### src/fbu_pkg.sv
// Shared definitions for the fog blend unit: register indexes, fog modes,
// the 2^-x mantissa table and the control group handed to the channel blenders.
// No dependencies.
package fbu_pkg;

    // Configuration register indexes.
    localparam logic [3:0] REG_FOG_MODE     = 4'd0;
    localparam logic [3:0] REG_LINEAR_SCALE = 4'd1;
    localparam logic [3:0] REG_LINEAR_BIAS  = 4'd2;
    localparam logic [3:0] REG_EXP_DENSITY  = 4'd3;
    localparam logic [3:0] REG_EXP2_DENSITY = 4'd4;
    localparam logic [3:0] REG_FOG_RED      = 4'd5;
    localparam logic [3:0] REG_FOG_GREEN    = 4'd6;
    localparam logic [3:0] REG_FOG_BLUE     = 4'd7;

    localparam int CFG_INDEX_W = 4;
    localparam int CFG_DATA_W  = 32;

    // Fog modes.
    localparam logic [1:0] MODE_LINEAR = 2'd0;
    localparam logic [1:0] MODE_EXP    = 2'd1;
    localparam logic [1:0] MODE_EXP2   = 2'd2;
    localparam logic [1:0] MODE_NONE   = 2'd3;

    // 1.0 in the factor format, and the reset value of the linear bias.
    localparam logic [16:0] ONE_Q16 = 17'd65536;

    // Shortest exponent integer part that flushes the factor to zero.
    localparam logic [31:0] POW2_FLUSH = 32'd17;

    // Stage enables for the channel blenders.
    typedef struct packed {
        logic en_prod;
        logic en_sum;
    } chan_ctrl_t;

    // 2^(-idx/16) in Q16, for idx 0 to 16.
    function automatic logic [16:0] pow2_neg_entry(input logic [4:0] idx);
        logic [16:0] val;
        unique case (idx)
            5'd0:    val = 17'd65536;
            5'd1:    val = 17'd62757;
            5'd2:    val = 17'd60097;
            5'd3:    val = 17'd57549;
            5'd4:    val = 17'd55109;
            5'd5:    val = 17'd52773;
            5'd6:    val = 17'd50535;
            5'd7:    val = 17'd48393;
            5'd8:    val = 17'd46341;
            5'd9:    val = 17'd44376;
            5'd10:   val = 17'd42495;
            5'd11:   val = 17'd40693;
            5'd12:   val = 17'd38968;
            5'd13:   val = 17'd37316;
            5'd14:   val = 17'd35734;
            5'd15:   val = 17'd34219;
            default: val = 17'd32768;
        endcase
        return val;
    endfunction

endpackage

### src/fbu_channel_blend.sv
// One colour channel of the fog blend: two registered products, then the
// rounded, saturated sum. Depends on fbu_pkg for the stage enable group.
module fbu_channel_blend (
    input  logic                clk,
    input  fbu_pkg::chan_ctrl_t ctrl,
    input  logic [15:0]         color,
    input  logic [15:0]         fog,
    input  logic [16:0]         factor,
    input  logic [16:0]         factor_inv,
    output logic [15:0]         result
);
    import fbu_pkg::*;

    logic [32:0] col_prod_reg;
    logic [32:0] fog_prod_reg;
    logic [15:0] result_reg;
    logic [33:0] sum;
    logic [17:0] scaled;

    always_ff @(posedge clk)
    begin
        if (ctrl.en_prod)
        begin
            col_prod_reg <= color * factor;
            fog_prod_reg <= fog * factor_inv;
        end
    end

    // Round to nearest, then saturate to the largest fraction.
    assign sum    = {1'b0, col_prod_reg} + {1'b0, fog_prod_reg} + 34'd32768;
    assign scaled = sum[33:16];

    always_ff @(posedge clk)
    begin
        if (ctrl.en_sum)
        begin
            result_reg <= (|scaled[17:16]) ? 16'hFFFF : scaled[15:0];
        end
    end

    assign result = result_reg;

endmodule

### config.mk
export PLATFORM = sky130hd
export DESIGN_NAME = fbu_channel_blend
export DESIGN_NICKNAME = d
export VERILOG_FILES = /design/src/fbu_pkg.sv /design/src/fbu_channel_blend.sv
export SDC_FILE = /design/constraint.sdc
export NUM_CORES = 1
export LEC_CHECK = 0
export ABC_CLOCK_PERIOD_IN_PS = 6900
export BUFFER_PORTS_ARGS = -buffer_cell sky130_fd_sc_hd__clkbuf_2
export CELL_PAD_IN_SITES_DETAIL_PLACEMENT = 0
export CELL_PAD_IN_SITES_GLOBAL_PLACEMENT = 1
export CORE_AREA = 2 2 255 257
export CTS_BUF_LIST = sky130_fd_sc_hd__clkbuf_16
export CTS_CLUSTER_DIAMETER = 120
export DETAILED_ROUTE_END_ITERATION = 8
export DIE_AREA = 0 0 257 259
export PLACE_DENSITY_LB_ADDON = 0.15
export SLEW_MARGIN = 15
export SYNTH_ARGS = -nofsm -noshare
export SYNTH_HDL_FRONTEND = slang
export SYNTH_SLANG_ARGS = --single-unit
### constraint.sdc
create_clock -name clk -period 6.9 [get_ports clk]
set_clock_uncertainty 0.1 [all_clocks]
set_input_delay 1.035 -clock clk [delete_from_list [all_inputs] [get_ports clk]]
set_output_delay 1.035 -clock clk [all_outputs]
set_load 0.02 [all_outputs]
==> results of run 1 <==
kinds of logic after synthesis:
logic type               Yosys count
buffers and inverters            559
AND/OR/NAND/NOR                  711
AO/OA/AOI/OAI                    232
multiplexers                       6
adder cells (fa/ha/maj)          689
flip-flops                        82
XOR/XNOR                          58
through the flow:
| step | instances | utilization |
|---|---|---|
| floorplan | 2337 | - |
| global placement | 3389 | 0.388 |
| detailed placement | 3389 | 0.388 |
| CTS | 3404 | 0.393 |
| global route | 3404 | 0.393 |
| finish | 3404 | 0.393 |
timing repair:
item                                    4_1_cts  5_1_grt
resized for setup                             0        2
endpoints found under the setup margin        0        6
hold buffers                                  0        0
worst max-delay path, stage by stage:
cell and delay, ps:
clkbuf_2 210, nand2_1 110, fa_1 500, inv_1 50
fa_1 490, inv_1 50, fa_1 580, inv_1 70
fa_1 450, fa_1 490, inv_1 50, fa_1 470
inv_1 40, ha_1 310, a21oi_1 220, o211ai_2 170
a2111oi_4 380, o21ai_2 140, a221oi_4 330, o31a_1 250
o21a_1 140, o311ai_1 80
area by class of cell:
type                       count  share of cell area
inverter                     482              0.0720
sequential                    82              0.0980
tap                          855              0.0426
multi-input combinational   1696               0.698
clock buffer                   9             0.00897
clock inverter                 6             0.00458
timing repair buffer         274              0.0755
synth_stat cells (5+ instances only):
| cell type | n |
|---|---|
| a211oi_1 | 11 |
| a21o_1 | 32 |
| a21oi_1 | 60 |
| a31oi_1 | 5 |
| and2_1 | 272 |
| and3_1 | 10 |
| clkbuf_1 | 73 |
| edfxtp_1 | 82 |
| fa_1 | 416 |
| ha_1 | 273 |
| inv_1 | 482 |
| mux2i_1 | 5 |
| nand2_1 | 322 |
| nand2b_1 | 7 |
| nand3_1 | 17 |
| nand4_1 | 6 |
| nor2_1 | 39 |
| nor3_1 | 14 |
| o211ai_1 | 11 |
| o21a_1 | 15 |
| o21ai_0 | 24 |
| o21ai_1 | 7 |
| o21bai_1 | 11 |
| o31ai_1 | 5 |
| or3_1 | 5 |
| xnor2_1 | 47 |
| xor2_1 | 11 |
worst min path at each step:
stage                startpoint        end  slack (ps)  cells past startpoint
2_1_floorplan  fog_prod_reg[18]  result[2]         720                      4
3_3_place_gp   fog_prod_reg[18]  result[2]         800                      4
3_5_place_dp   fog_prod_reg[18]  result[2]         800                      4
4_1_cts        fog_prod_reg[18]  result[2]         820                      4
5_1_grt        fog_prod_reg[18]  result[2]         880                      4
6_report       fog_prod_reg[18]  result[2]         810                      4
routing by layer:
metal	share of wire	vias to the layer above	GRT usage	wire, um
met4	0.0084	0	0.0194	436
met5	0	-	0	0
met1	0.49	8258	0.242	25600
met2	0.47	180	0.277	24500
li1	-	7683	-	-
met3	0.025	28	0.0164	1270
==> impl_metrics.env, run 1 <==
export IMPL_io_pins=85
export IMPL_hold_violations=0
export IMPL_antennaDiodeCount=0
export IMPL_synth_top_area_frac=0.377
export IMPL_netlist_area_mm2=0.0221
export IMPL_timing_fmax_mhz=151
export IMPL_synth_fa_ha_area_frac=0.531
export IMPL_cts_tree="done"
export IMPL_cts_root_buf="clkbuf_16"
export IMPL_track_usage=0.167
export IMPL_nFillCells=6453
export IMPL_reg2reg_to="result[0]"
export IMPL_place_ws_ps=-139
export IMPL_port_buffers=84
export IMPL_setup_viol_count_final=0
export IMPL_worstSetupStartpointType="primary input"
export IMPL_synth_simple_area_share=0.161
export IMPL_ys_ff_latch=82
export IMPL_hold_slack_ps=809
export IMPL_area_delta_synth_final_pct=13.7
export IMPL_maxSlewViolCount=0
export IMPL_synth_xor_area_frac=0.0230
export IMPL_grt_overflow_total=0
export IMPL_grt_max_degree=67
export IMPL_wl_per_cell_um=15.2
export IMPL_post_cts_buffers=0
export IMPL_cts_sinks=82
export IMPL_period_minus_slack_ps=6630
export IMPL_max_cap_violations=0
export IMPL_tightest_slew_ps=860
export IMPL_die_w_um=257
export IMPL_ys_seq_area_frac=0.111
export IMPL_ant_nets=0
export IMPL_final_common_cell="inv_1"
export IMPL_antenna_found_initial=0
export IMPL_synth_edf_count=82
export IMPL_synth_distinct_cells=75
export IMPL_worst_ep_required_time_ps=6890
export IMPL_syn_nets=3095
export IMPL_r2r_slack_ps=3030
export IMPL_syn_inst=2337
export IMPL_drt_pass1_iterations=5
export IMPL_maxSlewHeadroom=0.427
export IMPL_core_area_mm2=0.0639
export IMPL_fin_nets=3303
export IMPL_start_util=0.346
export IMPL_reg2reg_from="col_prod_reg[9]"
export IMPL_min_period_over_period=0.961
export IMPL_crit_fanout=9
export IMPL_detail_route_vias_per_cell=4.74
export IMPL_critical_path_class="primary input to flop"
export IMPL_endpoint_kind="flop"
export IMPL_synth_top_cell_by_area="fa_1"
export IMPL_ys_flop_type="edfxtp_1"
export IMPL_htree_levels=3
export IMPL_rsz0062_at_grt="true"
export IMPL_dieArea_mm2=0.0666
export IMPL_setup_worst_path_start="factor[6]"
export IMPL_reg2regPathDepth=11
export IMPL_wl_mm=51.8
export IMPL_die_height_um=259
export IMPL_row_count=93
export IMPL_fin_ws_ps=272
export IMPL_drt_iter0_markers=673
export IMPL_dpl_cell_area_mm2=0.0248
export IMPL_dp_hpwl_mm=46.6
export IMPL_synth_warnings=0
export IMPL_synthArstFlopShare=0
export IMPL_final_cell_area_mm2=0.0251
export IMPL_netlist_top_cells_area="fa_1 (38%), ha_1 (15%), edfxtp_1 (11%), inv_1 (8.2%), and2_1 (7.7%)"
export IMPL_path_clk_slew_ps=70
export IMPL_remaining_drc_errors=0
export IMPL_tns_ps=0
export IMPL_grt_pass1_vias=17680
export IMPL_syn_area_per_cell_um2=9.45
export IMPL_vias=16149
export IMPL_cp_arrival_ps=6620
export IMPL_place_congestion=0.834
export IMPL_hold_class="flop to flop"
export IMPL_grt_first_pass_wirelength_mm=90.6
export IMPL_cts_max_path_buffers=2
export IMPL_status="finished clean"
export IMPL_synth_compound_area_frac=0.0756
export IMPL_clock_latency_ps=350
export IMPL_numCtsBuffers=9
export IMPL_layout_drive_gt1_share=0.124
export IMPL_multiInputGateArea_mm2=0.0175
export IMPL_seq_area_mm2=0.00246
export IMPL_final_cell_mix="inv_1 (482), fa_1 (416), nand2_1 (322)"
export IMPL_endpoint="col_prod_reg[31]"
export IMPL_synth_top_family_by_area="adder cells"
export IMPL_yosys_mux_area_fraction=0.00277
Power of run 1 is not shown: default switching activity piles up to over one toggle a cycle in this logic, so the estimate is an artifact.
==> run 2: changes to the inputs <==
--- a/config.mk
+++ b/config.mk
@@ -5,7 +5,6 @@
 export SDC_FILE = /design/constraint.sdc
 export NUM_CORES = 1
 export LEC_CHECK = 0
-export ABC_CLOCK_PERIOD_IN_PS = 6900
 export BUFFER_PORTS_ARGS = -buffer_cell sky130_fd_sc_hd__clkbuf_2
 export CELL_PAD_IN_SITES_DETAIL_PLACEMENT = 0
 export CELL_PAD_IN_SITES_GLOBAL_PLACEMENT = 1
@@ -14,7 +13,8 @@
 export CTS_CLUSTER_DIAMETER = 120
 export DETAILED_ROUTE_END_ITERATION = 8
 export DIE_AREA = 0 0 257 259
-export PLACE_DENSITY_LB_ADDON = 0.15
+export MAX_ROUTING_LAYER = met4
+export PLACE_DENSITY_LB_ADDON = 0.1
 export SLEW_MARGIN = 15
 export SYNTH_ARGS = -nofsm -noshare
 export SYNTH_HDL_FRONTEND = slang
==> run 2 against run 1 <==
  * Sequential cell count did not move
  * Non-clock buffer count rose by 4
  * Count of clock-buffer cells in the layout did not move
  * Critical path depth did not move
  * First-iteration DRC count rose by 6.1%
  * Via count fell by 0.33%
  * Largest cell class unchanged
  * Setup slack got worse by 4.1 ps
  * Cell count rose by 0.15%
  * Global-route usage rose by 0.89 points
  * Maximum frequency barely moved
  * Critical endpoint is now col_prod_reg[29]
==> impl_metrics.env, run 2 (synthesis results as in run 1) <==
export IMPL_status="finished clean"
export IMPL_critical_path_most_common_cell="fa_1"
export IMPL_max_cap_violations=0
export IMPL_slowest_stage="fa_1"
export IMPL_start_util=0.346
export IMPL_hold_violations=0
export IMPL_maxSlewViolCount=0
export IMPL_period_minus_slack_ps=6630
export IMPL_crit_fanout=6
export IMPL_ctsHoldBuffers=0
export IMPL_antennaDiodeCount=0
export IMPL_final_cell_area_mm2=0.0252
export IMPL_nFillCells=6509
export IMPL_maxSlewHeadroom=0.346
export IMPL_worst_ep_required_time_ps=6900
export IMPL_critical_path_class="primary input to flop"
export IMPL_place_congestion=0.806
export IMPL_drt_pass1_iterations=5
export IMPL_numCtsBuffers=9
export IMPL_grt_max_degree=67
export IMPL_fin_ws_ps=268
export IMPL_timing_fmax_mhz=151
export IMPL_dp_hpwl_mm=47.9
export IMPL_ant_nets=0
export IMPL_die_w_um=257
export IMPL_clock_latency_ps=360
export IMPL_die_height_um=259
export IMPL_cts_root_buf="clkbuf_16"
export IMPL_grt_pass1_vias=17597
export IMPL_min_period_over_period=0.961
export IMPL_remaining_drc_errors=0
export IMPL_tns_ps=0
export IMPL_drt_iter0_markers=714
export IMPL_cp_slowest_stage_delay_ps=570
export IMPL_cts_sinks=82
export IMPL_cts_max_path_buffers=2
export IMPL_core_area_mm2=0.0639
export IMPL_area_delta_synth_final_pct=13.9
export IMPL_htree_levels=3
export IMPL_wl_per_cell_um=15.6
export IMPL_setup_viol_count_final=0
export IMPL_cts_tree="done"
export IMPL_final_common_cell="inv_1"
export IMPL_dieArea_mm2=0.0666
export IMPL_antenna_found_initial=0
export IMPL_final_cell_mix="inv_1 (482), fa_1 (416), nand2_1 (322)"
export IMPL_worstSetupStartpointType="primary input"
export IMPL_hold_class="flop to flop"
export IMPL_path_cells="clkbuf_2 -> buf_4 -> buf_4 -> and2_1 -> fa_1 -> fa_1 -> fa_1 -> fa_1 -> fa_1 -> inv_1 -> fa_1 -> inv_1 -> ha_1 -> buf_4 -> o21ai_1 -> a21oi_2 -> a2111oi_4 -> o21ai_2 -> a221oi_4 -> nor3_2 -> o31ai_2 -> xnor2_1"
export IMPL_fin_nets=3307
export IMPL_wl_mm=53.3
export IMPL_io_pins=85
export IMPL_layout_drive_gt1_share=0.128
export IMPL_endpoint_kind="flop"
export IMPL_finish_utilization=0.394
export IMPL_port_buffers=84
export IMPL_row_count=93
export IMPL_grt_first_pass_wirelength_mm=91.8
export IMPL_detail_route_vias_per_cell=4.72
export IMPL_cp_arrival_ps=6640
export IMPL_tightest_slew_ps=968
export IMPL_place_ws_ps=-201
export IMPL_dpl_cell_area_mm2=0.0248
export IMPL_path_buf_inv=6
export IMPL_path_clk_slew_ps=70
export IMPL_track_usage=0.176
export IMPL_critical_path_top_delay_family="adder cells"
export IMPL_grt_overflow_total=0
export IMPL_vias=16095
export IMPL_rsz0062_at_grt="false"
[run 2: cell types whose count changed in the layout (fill, tap and decap cells not counted), moves of 2 or more]
cell / before / now
buf_2: 1 / 3
clkbuf_2: 83 / 80
bufinv_16: 3 / 0
buf_12: 4 / 6
inv_6: 1 / 5
[run 2: cell type report]
class	instances	area, um^2	area share
repair buffers	278	1960	0.0778
inverters	482	1810	0.0719
multi-input cells	1696	17600	0.699
well taps	855	1070	0.0425
clock inverters	7	57.6	0.00229
flip-flops and latches	82	2460	0.0978
clock buffers	9	225	0.00895
[run 2: path summary, 6_finish.rpt]
kind	startpoint	endpoint	slack, ps	cells past startpoint
worst max-delay path	factor[4]	col_prod_reg[29]	270	22
worst min-delay path	fog_prod_reg[18]	result[2]	810	4
worst max register to register	col_prod_reg[2]	result[0]	2980	10
worst min register to register	fog_prod_reg[18]	result[2]	810	4
[run 2: per-stage QoR]
stage | std cells | hold slack [ps]
2_1_floorplan | 2337 | 724
3_3_place_gp | 3393 | 787
3_5_place_dp | 3393 | 798
4_1_cts | 3409 | 816
5_1_grt | 3409 | 887
6_report | 3409 | 811
[run 2: worst register-to-register path, cell delays in order, from the launching register on]
cell	delay, ps
edfxtp_1	380
ha_1	300
ha_1	280
a41oi_1	120
o21ai_1	230
a32oi_1	200
nor3_2	490
o2111a_2	350
o21ai_1	80
nand3_1	530
o311ai_0	510
[run 2: per-layer routing]
metal / vias to the layer above / wire length, um / global-route usage
met4: 0 / 168 / 0.0129
li1: 7696 / - / -
met3: 15 / 1170 / 0.0133
met5: - / 0 / -
met1: 8231 / 26800 / 0.254
met2: 153 / 25100 / 0.282
[run 2: repair_timing]
action                     in CTS  in global routing
setup endpoints to repair       0                  8
resized for setup               0                 14
setup buffers                   0                  0
Power of run 2 is left out for the same reason.
==> run 3: changes to the inputs <==
--- a/config.mk
+++ b/config.mk
@@ -5,14 +5,15 @@
 export SDC_FILE = /design/constraint.sdc
 export NUM_CORES = 1
 export LEC_CHECK = 0
+export ABC_AREA = 1
 export BUFFER_PORTS_ARGS = -buffer_cell sky130_fd_sc_hd__clkbuf_2
 export CELL_PAD_IN_SITES_DETAIL_PLACEMENT = 0
 export CELL_PAD_IN_SITES_GLOBAL_PLACEMENT = 1
-export CORE_AREA = 2 2 255 257
+export CORE_AREA = 2 2 266 268
 export CTS_BUF_LIST = sky130_fd_sc_hd__clkbuf_16
 export CTS_CLUSTER_DIAMETER = 120
 export DETAILED_ROUTE_END_ITERATION = 8
-export DIE_AREA = 0 0 257 259
+export DIE_AREA = 0 0 268 270
 export MAX_ROUTING_LAYER = met4
 export PLACE_DENSITY_LB_ADDON = 0.1
 export SLEW_MARGIN = 15
==> run 3 against run 2 <==
  * Register-to-register slack better by 1100 ps
  * Cell count is 20% higher
  * Count of clock-buffer cells in the layout stayed put
  * First-iteration DRC count is 47% higher
  * Critical endpoint is now col_prod_reg[30]
==> impl_metrics.env, run 3 <==
export IMPL_status="finished clean"
export IMPL_critical_path_top_delay_family="adder cells"
export IMPL_setup_worst_path_start="factor[11]"
export IMPL_drt_iter0_markers=1052
export IMPL_reg2reg_to="result[1]"
export IMPL_worst_ep_required_time_ps=6900
export IMPL_cts_repair_resized=0
export IMPL_setup_viol_count_final=0
export IMPL_finish_utilization=0.370
export IMPL_clock_latency_ps=360
export IMPL_worstSetupStartpointType="primary input"
export IMPL_core_area_mm2=0.0695
export IMPL_final_cell_mix="inv_1 (883), nand2_1 (867), fa_1 (416)"
export IMPL_synth_warnings=0
export IMPL_synth_edf_count=82
export IMPL_path_cells="clkbuf_2 -> nand2_1 -> fa_1 -> fa_1 -> fa_1 -> inv_1 -> fa_1 -> fa_1 -> inv_1 -> fa_1 -> inv_1 -> ha_1 -> a21oi_1 -> a21boi_0 -> nand2_1 -> nand2_1 -> nand3_1 -> nand2_1 -> nand3_1 -> xor2_1"
export IMPL_place_ws_ps=104
export IMPL_maxSlewViolCount=0
export IMPL_wl_per_cell_um=16.8
export IMPL_syn_inst=3154
export IMPL_cts_sinks=82
export IMPL_path_depth=20
export IMPL_period_minus_slack_ps=6400
export IMPL_endpoint_kind="flop"
export IMPL_grt_overflow_total=0
export IMPL_critical_path_class="primary input to flop"
export IMPL_min_period_over_period=0.928
export IMPL_cts_tree="done"
export IMPL_final_cell_area_mm2=0.0257
export IMPL_critical_path_most_common_cell="fa_1"
export IMPL_synth_top_area_frac=0.345
export IMPL_antenna_found_initial=0
export IMPL_htree_levels=3
export IMPL_ys_ff_latch=82
export IMPL_hold_class="flop to flop"
export IMPL_yosys_top_cells_count="inv_1 (883), nand2_1 (867), fa_1 (416)"
export IMPL_synthArstFlopShare=0
export IMPL_cts_root_buf="clkbuf_16"
export IMPL_start_util=0.347
export IMPL_reg2regPathDepth=10
export IMPL_nFillCells=7408
export IMPL_port_buffers=84
export IMPL_endpoint="col_prod_reg[30]"
export IMPL_r2r_slack_ps=4060
export IMPL_rsz0062_at_grt="false"
export IMPL_post_cts_buffers=0
export IMPL_reg2reg_from="col_prod_reg[28]"
export IMPL_final_common_cell="inv_1"
export IMPL_cts_max_path_buffers=2
export IMPL_area_delta_synth_final_pct=6.70
export IMPL_die_w_um=268
export IMPL_cp_arrival_ps=6400
export IMPL_antennaDiodeCount=0
export IMPL_row_count=97
export IMPL_crit_fanout=16
export IMPL_wl_mm=68.5
export IMPL_tns_ps=0
export IMPL_layout_drive_gt1_share=0.0546
export IMPL_tightest_slew_ps=875
export IMPL_detail_route_vias_per_cell=4.60
export IMPL_synth_top_cell_by_area="fa_1"
export IMPL_numCtsBuffers=9
export IMPL_fin_nets=3904
export IMPL_io_pins=85
export IMPL_grt_pass1_vias=20645
export IMPL_max_cap_violations=0
export IMPL_fin_ws_ps=500
export IMPL_path_clk_slew_ps=80
export IMPL_track_usage=0.206
export IMPL_ctsHoldBuffers=0
export IMPL_syn_area_per_cell_um2=7.64
export IMPL_grt_first_pass_wirelength_mm=114
export IMPL_netlist_area_mm2=0.0241
export IMPL_cp_slowest_stage_delay_ps=540
export IMPL_synth_distinct_cells=36
export IMPL_timing_fmax_mhz=156
export IMPL_remaining_drc_errors=0
export IMPL_vias=18807
export IMPL_syn_nets=3912
export IMPL_dpl_cell_area_mm2=0.0254
export IMPL_path_buf_inv=4
export IMPL_ant_nets=0
export IMPL_netlist_top_cells_area="fa_1 (35%), ha_1 (14%), inv_1 (14%), nand2_1 (13%), edfxtp_1 (10%)"
export IMPL_grt_max_degree=67
export IMPL_ys_seq_area_frac=0.102
export IMPL_dieArea_mm2=0.0724
export IMPL_dp_hpwl_mm=60.3
export IMPL_maxSlewHeadroom=0.417
export IMPL_die_height_um=270
export IMPL_drt_pass1_iterations=7
export IMPL_synth_most_common_cell="inv_1"
export IMPL_place_congestion=0.894
export IMPL_hold_violations=0
export IMPL_slowest_stage="fa_1"
export IMPL_ys_flop_type="edfxtp_1"
## run 3: how the worst min path moves through the flow
stage / startpoint / to / slack [ps] / cells past startpoint
floorplan: fog_prod_reg[32] / result[0] / 720 / 3
global placement: fog_prod_reg[19] / result[3] / 980 / 4
detailed placement: fog_prod_reg[19] / result[3] / 970 / 4
CTS: fog_prod_reg[19] / result[3] / 1000 / 4
global route: fog_prod_reg[19] / result[3] / 1030 / 4
finish: fog_prod_reg[19] / result[3] / 980 / 4
## run 3: final cells by class
| cell class | count | area (um^2) | area share |
|---|---|---|---|
| timing repair buffer | 116 | 661 | 0.0257 |
| tap | 940 | 1180 | 0.0457 |
| sequential | 82 | 2460 | 0.0957 |
| multi-input combinational | 2047 | 17800 | 0.691 |
| clock buffer | 9 | 225 | 0.00875 |
| clock inverter | 7 | 83.8 | 0.00326 |
| inverter | 890 | 3340 | 0.130 |
## run 3: cells by family (layout without fill, tap and decap cells)
family	Yosys count	count (layout)	share of synthesized area
and+or+nand+nor	1109	1109	0.184
buffers and inverters	1025	1022	0.161
adders and majority gates	689	689	0.487
AOI/OAI and AO/OA	185	185	0.0426
DFF	82	82	0.102
xor gates and xnor gates	64	64	0.0232
## run 3: routing by layer
metal / track usage / wire, um
met2: 0.344 / 33000
met5: - / 0
met1: 0.286 / 33000
met3: 0.0151 / 2150
met4: 0.0181 / 447
## run 3: per-stage QoR
step	hold slack (ps)	std cells
finish	977	4091
global route	1030	4091
CTS	1000	4091
detailed placement	974	4075
global placement	977	4075
floorplan	717	3154
## run 3: worst register-to-register path: cells and delay by family (launching register included)
family,cells,cell delay [ps]
adder cells (fa/ha/maj),2,740
AND/OR/NAND/NOR,4,670
flip-flops,1,450
AO/OA/AOI/OAI,3,430
buffers and inverters,1,180
Power of run 3 is left out for the same reason.
